===== config.mk =====
export PLATFORM = sky130hd
export DESIGN_NAME = nps_scan
export DESIGN_NICKNAME = d
export VERILOG_FILES = /design/src/hw/rtl/nps_pkg.sv /design/src/hw/rtl/nps_scan.sv
export SDC_FILE = /design/constraint.sdc
export NUM_CORES = 1
export LEC_CHECK = 0
export ABC_AREA = 1
export BUFFER_PORTS_ARGS = -buffer_cell sky130_fd_sc_hd__buf_4
export CAP_MARGIN = 20
export CORE_UTILIZATION = 25
export DETAILED_ROUTE_END_ITERATION = 10
export HOLD_SLACK_MARGIN = 0.06
export SLEW_MARGIN = 20
export SYNTH_ARGS = -nofsm -noshare
export SYNTH_HDL_FRONTEND = slang
export SYNTH_SLANG_ARGS = --single-unit

===== constraint.sdc =====
create_clock -name i_clk -period 3.2 [get_ports i_clk]
set_input_delay 0.64 -clock i_clk [delete_from_list [all_inputs] [get_ports i_clk]]
set_output_delay 0.64 -clock i_clk [all_outputs]
set_load 0.02 [all_outputs]

===== src/hw/rtl/nps_pkg.sv =====
`timescale 1ns / 1ps
// ----------------------------------------------------------------------------
// nps_pkg
// Shared types and constants for the nearest preceding symbol search core.
// ----------------------------------------------------------------------------
package nps_pkg;

    localparam int VALUE_W = 32;
    localparam int INDEX_W = 10;
    localparam int COUNT_W = 11;

    // Input action codes.
    localparam logic ACT_WRITE = 1'b0;
    localparam logic ACT_QUERY = 1'b1;

    // Configuration register indexes.
    localparam logic CFG_BASE_ADDRESS = 1'b0;
    localparam logic CFG_SYMBOL_COUNT = 1'b1;

    typedef enum logic [1:0] {
        ST_IDLE,
        ST_SCAN,
        ST_DRAIN,
        ST_DONE
    } t_state;

    // Controller to scan pipeline.
    typedef struct packed {
        logic start;
        logic issue;
    } t_scan_ctrl;

    // Scan pipeline to controller.
    typedef struct packed {
        logic busy;
        logic stop;
    } t_scan_stat;

endpackage


===== src/hw/rtl/nps_scan.sv =====
`timescale 1ns / 1ps
// ----------------------------------------------------------------------------
// nps_scan
// Scan pipeline: relocate, subtract, then keep the nearest preceding entry.
// ----------------------------------------------------------------------------
module nps_scan
    import nps_pkg::*;
#(
    parameter int AW = 10
) (
    input  logic               i_clk,
    input  logic               i_rst_n,
    input  t_scan_ctrl         i_ctrl,
    input  logic [AW-1:0]      i_rd_addr,
    input  logic [VALUE_W-1:0] i_query_address,
    input  logic [VALUE_W-1:0] i_base_address,
    input  logic [VALUE_W-1:0] i_rd_value,
    input  logic               i_rd_named,
    output t_scan_stat         o_stat,
    output logic               o_found,
    output logic [AW-1:0]      o_best,
    output logic [VALUE_W-1:0] o_dist
);

    // Stage valids and the entry index that travels with each stage.
    logic               r_v1, r_v2, r_v3;
    logic [AW-1:0]      r_idx1, r_idx2, r_idx3;
    logic [VALUE_W-1:0] r_reloc;
    logic               r_named2;
    logic [VALUE_W-1:0] r_d;
    logic               r_cand3;
    logic [VALUE_W-1:0] r_addr;
    logic [VALUE_W-1:0] r_dist;
    logic [AW-1:0]      r_best;
    logic               r_found;
    logic               r_stop;

    logic [VALUE_W:0]   diff;

    assign diff = {1'b0, r_addr} - {1'b0, r_reloc};

    always_ff @(posedge i_clk) begin
        if (!i_rst_n) begin
            r_v1 <= 1'b0;
            r_v2 <= 1'b0;
            r_v3 <= 1'b0;
        end else begin
            r_v1 <= i_ctrl.issue;
            r_v2 <= r_v1;
            r_v3 <= r_v2;
        end
    end

    always_ff @(posedge i_clk) begin
        r_idx1   <= i_rd_addr;
        r_idx2   <= r_idx1;
        r_reloc  <= i_rd_value + i_base_address;
        r_named2 <= i_rd_named;
        r_idx3   <= r_idx2;
        r_d      <= diff[VALUE_W-1:0];
        // A borrow means the relocated value lies above the address.
        r_cand3  <= r_named2 && !diff[VALUE_W];
    end

    always_ff @(posedge i_clk) begin
        if (!i_rst_n) begin
            r_found <= 1'b0;
            r_stop  <= 1'b0;
        end else if (i_ctrl.start) begin
            r_found <= 1'b0;
            r_stop  <= 1'b0;
        end else if (r_v3 && r_cand3 && !r_stop) begin
            if (r_d < r_dist) begin
                r_found <= 1'b1;
                r_stop  <= (r_d == '0);
            end else if (r_d == r_dist) begin
                r_found <= 1'b1;
            end
        end
    end

    always_ff @(posedge i_clk) begin
        if (i_ctrl.start) begin
            r_addr <= i_query_address;
            r_dist <= i_query_address;
            r_best <= '0;
        end else if (r_v3 && r_cand3 && !r_stop) begin
            if (r_d < r_dist) begin
                r_dist <= r_d;
                r_best <= r_idx3;
            end else if (r_d == r_dist) begin
                // A later entry at the same distance wins the tie.
                r_best <= r_idx3;
            end
        end
    end

    assign o_stat.busy = r_v1 || r_v2 || r_v3;
    assign o_stat.stop = r_stop;
    assign o_found     = r_found;
    assign o_best      = r_best;
    assign o_dist      = r_dist;

endmodule


==> flow_metrics.tcl <==
set metrics [dict create \
    synth-seq-cells 175 \
    tns_ps 0 \
    synth_top_area_cell "dfxtp_1" \
    worst_pin_slew_ps 866 \
    vias 8343 \
    fin_worst_skew_ps 13.6 \
    dieArea_mm2 0.0399 \
    die_y_um 200 \
    h-tree-depth 4 \
    overflow 0 \
    ys.flop_type "dfxtp_1" \
    clk-insertion-delay-late_ps 440 \
    antenna_found_initial 0 \
    powerDensity_mw_per_mm2 647 \
    final_util_pct 31.5 \
    status "finished clean" \
    finalNonFillerCells 1916 \
    hold_violations 0 \
    grt_pass1_vias 8321 \
    async_flop_share_pct 0 \
    cp_max_fo 24 \
    hold_ws_ps 295 \
    start_util_pct 25.3 \
    worstHoldPathType "input pin to flip-flop" \
    drt-pass1-iter-count 5 \
    min_period_over_period_pct 79.2 \
    dp_hpwl_mm 23.5 \
    viasPerCell 4.35 \
    cts_max_path_buffers 2 \
    wl_mm 28.4 \
    relSlewSlack_pct 42.3 \
    fin_ws_ps 666 \
    setup_viol 0 \
    postCtsHoldBufs 0 \
    ys_seq_area_share_pct 42.3 \
    min_period_ps 2530 \
    place_congestion 0.850 \
    cts_resized 0 \
    syn2layout_area_growth_pct 24.4 \
    end_kind "flip-flop" \
    crit_path_start_kind "flip-flop" \
    syn_inst 1220 \
    rsz0062_at_grt "false" \
    fmax_mhz 395 \
    drt_iter0_drc 446 \
    wl_per_cell_um 14.8 \
    synth_warnings 0 \
    p_leak_nw 5.98 \
    required_ps 3330 \
    ys_types 40 \
    drc 0 \
    antennaDiodeCount 0 \
    clk_pin_slew_worst_paths_ps 80 \
    tritoncts "yes" \
    drive_gt1_share_pct 15.3 \
    ioPinCount 156 \
    rows 72 \
    cts_root_buf "clkbuf_16" \
    place_ws_ps 645 \
    grt.total_usage_pct 14.7 \
    cts.sinks 175 \
    yosysTopAreaCellShare_pct 22.7 \
    syn_nets 1428 \
    arrival_ps 2670 \
    ir_drop_mv 0.366 \
    nNetsFinal 1593 \
    final_cell_area_mm2 0.0122 \
    coreArea_mm2 0.0386 \
    io_buffers 155 \
    synth_edf_count 64 \
    reg2regPathDepth 10 \
    crit_type "flip-flop to flip-flop" \
    cts_buffers 17 \
    slew_viol_final 0 \
    drv_cap 0 \
    syn-cell-area_mm2 0.00979 \
    place_area_mm2 0.0115 \
    power_mw 7.87 \
    die_w_um 200 \
    post_cts_buffers 0 \
    hold_depth 1 \
    dp.cells 1884 \
    grt_pass1_wl_mm 44.6 \
    ant_nets 0 \
    grt_max_degree 81 \
    syn_area_per_cell_um2 8.02 \
    synth_area_leaders "dfxtp_1 (23%), edfxtp_1 (20%), ha_1 (12%)" \
]
[kinds of logic after synthesis]
logic type      share of synthesized area [%]
buf+inv                                  7.95
fa+ha+maj                                12.6
simple gates                             22.8
xor+xnor                                 3.40
compound gates                           11.0
flops                                    42.3
[cell usage in the layout (no fill, tap or decap), types with 17 or more instances in the layout]
master	instances
nand2_1	315
inv_1	181
buf_4	157
dfxtp_1	111
a21oi_1	96
ha_1	95
nor2_1	86
nand3_1	66
edfxtp_1	64
o21ai_0	51
xor2_1	33
clkbuf_16	17
[Yosys cell counts, types with 2 or more instances]
cell type	n
edfxtp_1	64
nor2_1	86
clkbuf_1	5
nor2_2	3
nor2_4	3
o2111ai_1	2
xor2_1	33
buf_6	2
a21boi_1	2
fa_1	2
o21bai_1	12
nor4_1	11
o21ai_0	51
a21o_1	10
nand2_1	315
nand4_1	12
ha_1	95
buf_4	2
nand4_2	2
a21oi_2	4
nand3_1	66
a21oi_1	96
nand3b_1	5
o21a_1	7
inv_1	181
o21ai_2	3
nor3_1	15
nand2_2	4
dfxtp_1	111
xnor2_1	5
nand3_2	2
[layer usage]
metal  track usage (%)  up-vias  wire [um]
met4              4.44        0        472
met1              19.7     3771      13700
met5                 0        -          0
li1                  -     4335          -
met2              24.3      210      13100
met3              2.03       27       1140
[registers in the layout, summed over array words and instances, names as in the netlist]
signal,cells
o_found,1
r_idx3,10
r_cand3,1
o_dist,32
r_v2,1
r_d,32
r_idx1,10
r_v3,1
r_idx2,10
r_named2,1
r_v1,1
r_stop,1
o_best,10
r_reloc,32
r_addr,32
[where the power goes]
group,switching (mW),leakage [nW],total (mW),internal (mW)
Sequential,0.263,1.56,3.02,2.76
Combinational,1.64,4.11,2.64,0.996
Clock,1.11,0.307,2.22,1.11
Total,3.02,5.98,7.87,4.86
[area by class of cell]
cell class | instances | area (um2)
clock inverters | 15 | 211
inverters | 182 | 683
well taps | 518 | 648
fillers | 4110 | 26500
flip-flops and latches | 175 | 4140
clock buffers | 17 | 425
repair buffers | 158 | 1200
multi-input cells | 851 | 4870
[path summary, 6_finish.rpt]
check,end,slack (ps),start
worst max-delay path,o_dist[10],670,o_dist[25]
worst min-delay path,r_idx1[1],290,i_rd_addr[1]
worst max register to register,o_dist[10],670,o_dist[25]
worst min register to register,r_idx2[9],330,r_idx1[9]
[worst max-delay path: stages, from the launching register on]
cell and delay, ps:
edfxtp_1 350, inv_1 50, ha_1 320, a21oi_1 140, nor2_1 60, o21ai_0 170, nand2_1 130, nor2_4 150
nand2_4 180, nand2_1 420, buf_12 250
Power figures use the tool's default switching activity.
