[src/hw/rtl/nps_pkg.sv]
`timescale 1ns / 1ps
// ----------------------------------------------------------------------------
// nps_pkg
// Shared types and constants for the nearest preceding symbol search core.
// ----------------------------------------------------------------------------
package nps_pkg;

    localparam int VALUE_W = 32;
    localparam int INDEX_W = 10;
    localparam int COUNT_W = 11;

    // Input action codes.
    localparam logic ACT_WRITE = 1'b0;
    localparam logic ACT_QUERY = 1'b1;

    // Configuration register indexes.
    localparam logic CFG_BASE_ADDRESS = 1'b0;
    localparam logic CFG_SYMBOL_COUNT = 1'b1;

    typedef enum logic [1:0] {
        ST_IDLE,
        ST_SCAN,
        ST_DRAIN,
        ST_DONE
    } t_state;

    // Controller to scan pipeline.
    typedef struct packed {
        logic start;
        logic issue;
    } t_scan_ctrl;

    // Scan pipeline to controller.
    typedef struct packed {
        logic busy;
        logic stop;
    } t_scan_stat;

endpackage

[src/hw/rtl/nps_ctrl.sv]
`timescale 1ns / 1ps
// ----------------------------------------------------------------------------
// nps_ctrl
// Sequencer: takes transactions, steps the scan address, hands off results.
// ----------------------------------------------------------------------------
module nps_ctrl
    import nps_pkg::*;
#(
    parameter int AW = 10,
    parameter int CW = 11
) (
    input  logic          i_clk,
    input  logic          i_rst_n,
    input  logic          i_accept,
    input  logic          i_action,
    input  logic [CW-1:0] i_limit,
    input  t_scan_stat    i_stat,
    input  logic          i_out_free,
    output t_scan_ctrl    o_ctrl,
    output logic [AW-1:0] o_rd_addr,
    output logic          o_in_stall,
    output logic          o_out_load
);

    t_state        r_state, n_state;
    logic [CW-1:0] r_idx, n_idx;
    logic [CW-1:0] idx_inc;
    logic          start;
    logic          issue;

    assign idx_inc = r_idx + 1'b1;
    assign start   = i_accept && (i_action == ACT_QUERY);

    always_comb begin
        n_state = r_state;
        unique case (r_state)
            ST_IDLE: begin
                if (start) begin
                    n_state = (i_limit == '0) ? ST_DONE : ST_SCAN;
                end
            end
            ST_SCAN: begin
                if (i_stat.stop || (issue && (idx_inc == i_limit))) begin
                    n_state = ST_DRAIN;
                end
            end
            ST_DRAIN: begin
                if (!i_stat.busy) begin
                    n_state = ST_DONE;
                end
            end
            ST_DONE: begin
                if (i_out_free) begin
                    n_state = ST_IDLE;
                end
            end
            default: n_state = ST_IDLE;
        endcase
    end

    always_comb begin
        o_in_stall = 1'b1;
        issue      = 1'b0;
        o_out_load = 1'b0;
        unique case (r_state)
            ST_IDLE:  o_in_stall = 1'b0;
            ST_SCAN:  issue      = !i_stat.stop;
            ST_DRAIN: o_in_stall = 1'b1;
            ST_DONE:  o_out_load = i_out_free;
            default:  o_in_stall = 1'b1;
        endcase
    end

    always_comb begin
        n_idx = r_idx;
        if (start) begin
            n_idx = '0;
        end else if (issue) begin
            n_idx = idx_inc;
        end
    end

    always_ff @(posedge i_clk) begin
        if (!i_rst_n) begin
            r_state <= ST_IDLE;
            r_idx   <= '0;
        end else begin
            r_state <= n_state;
            r_idx   <= n_idx;
        end
    end

    assign o_ctrl.start = start;
    assign o_ctrl.issue = issue;
    assign o_rd_addr    = r_idx[AW-1:0];

endmodule

[config.mk]
export PLATFORM = sky130hd
export DESIGN_NAME = nps_ctrl
export DESIGN_NICKNAME = d
export VERILOG_FILES = /design/src/hw/rtl/nps_pkg.sv /design/src/hw/rtl/nps_ctrl.sv
export SDC_FILE = /design/constraint.sdc
export NUM_CORES = 1
export LEC_CHECK = 0
export BUFFER_PORTS_ARGS = -buffer_cell sky130_fd_sc_hd__buf_4
export CAP_MARGIN = 10
export CORE_ASPECT_RATIO = 1.1
export CORE_UTILIZATION = 52
export CTS_CLUSTER_DIAMETER = 120
export DETAILED_ROUTE_END_ITERATION = 16
export MAX_ROUTING_LAYER = met4
export PLACE_DENSITY = 0.82
export SYNTH_ARGS = -nofsm -noshare
export SYNTH_HDL_FRONTEND = slang
export SYNTH_SLANG_ARGS = --single-unit
export TNS_END_PERCENT = 10
[constraint.sdc]
create_clock -name i_clk -period 2.89 [get_ports i_clk]
set_input_delay 0.578 -clock i_clk [delete_from_list [all_inputs] [get_ports i_clk]]
set_output_delay 0.578 -clock i_clk [all_outputs]
set_load 0.05 [all_outputs]
==> results list <==
* Status: complete, no violations
- Reg2reg setup slack: 0.58 ns
* Setup fix buffers added after clock tree synthesis: 0
- The design draws slightly above 0.5 mW.
- Yosys Warn Count: 0
- In the global route stage, overall resource usage came out at a little over a quarter.
- # clock sinks: 13
- Data arrives at the worst endpoint at between 2 and 3 ns.
* Vias in the first global route: between 1000 and 1500
- The worst setup path is launched from a flip-flop.
- Global route overflow: 0
- In the routed design, unresolved DRC markers number 0.
- Core Region: approximately 2100 um2
- Setup repair after global routing left no endpoint under its margin.
- The worst pin sits at a relative slew slack of roughly two thirds.
- The die is 51.6 um tall.
- The post-route netlist has approximately 24% of its cells at a drive strength greater than 1.
- Max-slew violation count: 0
- In this run the number of H-tree levels came out at 1.
- Final Hold Fails: 0
* Average cell area after synthesis: roughly 8 um2
- Yosys mapped the design onto 37 distinct sky130hd cell types.
* Worst min-delay path class: flip-flop to flip-flop
- Dividing the final minimum period by the clock period gives between 70 and 80%.
* Most common cell after layout, fill and taps aside: buf_4
* Net count of the mapped netlist: 169
- Buffers inserted to repair hold after CTS numbered 0.
- Achievable Freq: between 400 and 500 MHz
- The worst setup path is of the flip-flop to flip-flop kind.
- Total Neg Setup Slack: 0 ns
- Maximum clock insertion buffer count: 2
* Number of buffers created by CTS: 3
- Required arrival time at the worst endpoint: 3.10 ns
* Post-synthesis to final-layout area growth: 13.8%
- Clock tree skew after final layout: 0.00486 ns
* Cell count after synthesis: 146
- Final nets: 186
* Area of the die: between 2000 and 2500 um2
- Across the run, the number of max-cap violations was 0.
* Most frequent cells in the layout: buf_4, nand2_1, dfxtp_1
* Worst-case vdd ir drop: 0.292 mV
- In this run the tool buffered the top-level ports with 31 buffer cells.
* # resized after CTS: 0
* Vias per cell: 5.86
- The worst setup path is captured at a flip-flop.
* Placed wire-length estimate: between 2000 and 2500 um
- Post-synth top area cell: dfxtp_1
- The initial antenna violation count is 0.
- For this design the static power due to leakage is between 0.4 and 0.5 nW.
- Wire length of the first global-routing pass: 4490 um
- In this run the worst setup path begins at r_idx[0]$_SDFFE_PP0P_.
- Post-route core utilization: roughly 64%
- The startpoint identified for the worst hold timing path is r_state[1]$_SDFFE_PN0P_.
- Placed instance area: 1300 um2
- Across all layers, the routed design uses approximately 1100 vias.
- Once detail routing completed, the nets flagged for antenna violations numbered 0.
- The congestion estimate from routability-driven global placement came to between 0.9 and 1.
* Maximum number of pins on one net before global-route repair: 13
- The startpoint identified for the worst register-to-register timing path is r_idx[0]$_SDFFE_PP0P_.
- After detailed routing, the average wire length per cell comes to around 14 um.
- The first detailed-routing pass took 4 iterations.
- Final setup vio count: 0
- Initial detailed-routing violation count: 40
* Number of cell rows: 17
- Power density of the placed cells: 390 nW/um2
- 32 I/O pins were placed.
- Final non-filler cell area: between 1000 and 1500 um2
- Sequential cells were found to cover between 20 and 25% of the synthesized design area.
* Clock-pin transition on the worst setup and hold timing paths: 0.08 ns
- Along the worst path, the maximum fanout reaches 10.
- Worst setup slack after placement: approximately 0.6 ns
* Starting density of the core: a little under three fifths
- For the pin with the worst max-slew slack, the measured transition is 0.491 ns.
- At the later pin of the worst-skew pair, clock insertion delay measures approximately 0.28 ns.
- The repair_antennas step left the layout with diodes totalling 0.
- Aggregate routed wire length: about 2700 um
* TritonCTS clock tree: done
- Smallest setup slack after layout: ~0.6 ns
- Number of flip-flops and latches in the synthesized netlist: 13
- The cell sitting at the root of the clock tree is a clkbuf_4.
* Top-area cell type share of the netlist area: between 20% and 30%
- Leading cell types by total area after synthesis: dfxtp_1, buf_4, xnor2_1, ha_1, xor2_1
* Clock period minus final worst setup slack: approximately 2.3 ns
* Die Wd: about 47 um
- Cell area after synthesis: about 1200 um2
==> cells in the mapped netlist, drive strengths merged <==
cell type and number:
buf 17, dfxtp 13, nand2 13, xnor2 12, nand3 10, nor2 10, o21ai 8, nor4 7
xor2 7, or3 6, a21oi 5, ha 5, inv 5, nand4 4, mux2i 3, a31oi 2
clkbuf 2, nor2b 2, nor4b 2, a211oi 1, a221o 1, a2bb2oi 1, a311o 1, and2 1
clkinv 1, nand2b 1, nor3 1, o2111ai 1, o221ai 1, o22ai 1, o41a 1, or4b 1
==> report_power, final <==
part,leakage (nW),internal (mW),switching [mW]
clock,0.0150,0.0536,0.0621
combinational,0.370,0.0777,0.120
sequential,0.105,0.188,0.0143
total,0.490,0.320,0.197
==> path summary, 6_finish.rpt <==
kind | endpoint | depth (start not counted)
worst min-delay path | r_state[1]$_SDFFE_PN0P_ | 2
worst max register to register | r_state[1]$_SDFFE_PN0P_ | 7
worst min register to register | r_state[1]$_SDFFE_PN0P_ | 2
worst max-delay path | r_state[1]$_SDFFE_PN0P_ | 7
==> cell families after synthesis <==
| group | Yosys count | share of synthesized area, % |
|---|---|---|
| mux | 3 | 2.58 |
| flops | 13 | 22.4 |
| xor+xnor | 19 | 14.3 |
| simple gates | 58 | 28.5 |
| compound gates | 23 | 13.3 |
| fa+ha+maj | 5 | 5.38 |
| buf+inv | 25 | 13.5 |
==> sequential cells by signal, summed over array words and instances, names as in the netlist <==
signal / count
r_state: 2
r_idx: 11
==> worst max-delay path: stages (launching register included) <==
cell and delay, ns:
dfxtp_1 0.53, ha_1 0.39, nand3_4 0.15, or4b_1 0.50, a31oi_1 0.14, o221ai_1 0.15, o22ai_2 0.17, mux2i_1 0.20
==> per-stage QoR <==
stage,std cells,hold WS [ns]
after floorplan,146,0.468
after global placement,186,0.488
after detailed placement,186,0.498
final,190,0.514
after CTS,190,0.512
after global routing,190,0.535
==> layout make-up <==
cell class / instances / area, um2
sequential: 13 / 260
fill: 191 / 741
tap: 28 / 35.0
clock buffer: 4 / 26.3
inverter: 6 / 22.5
timing repair buffer: 31 / 233
multi-input combinational: 108 / 746
==> routing by layer <==
metal	up-vias	share of wire [%]	GRT usage (%)	wire length (um)
li1	539	-	-	-
met1	514	44	31.4	1190
met2	48	48	42.4	1310
met3	13	5.7	5.90	156
met4	0	2.9	13.3	80
met5	-	0	-	0
Note: power is estimated with default switching activity, not from simulation.
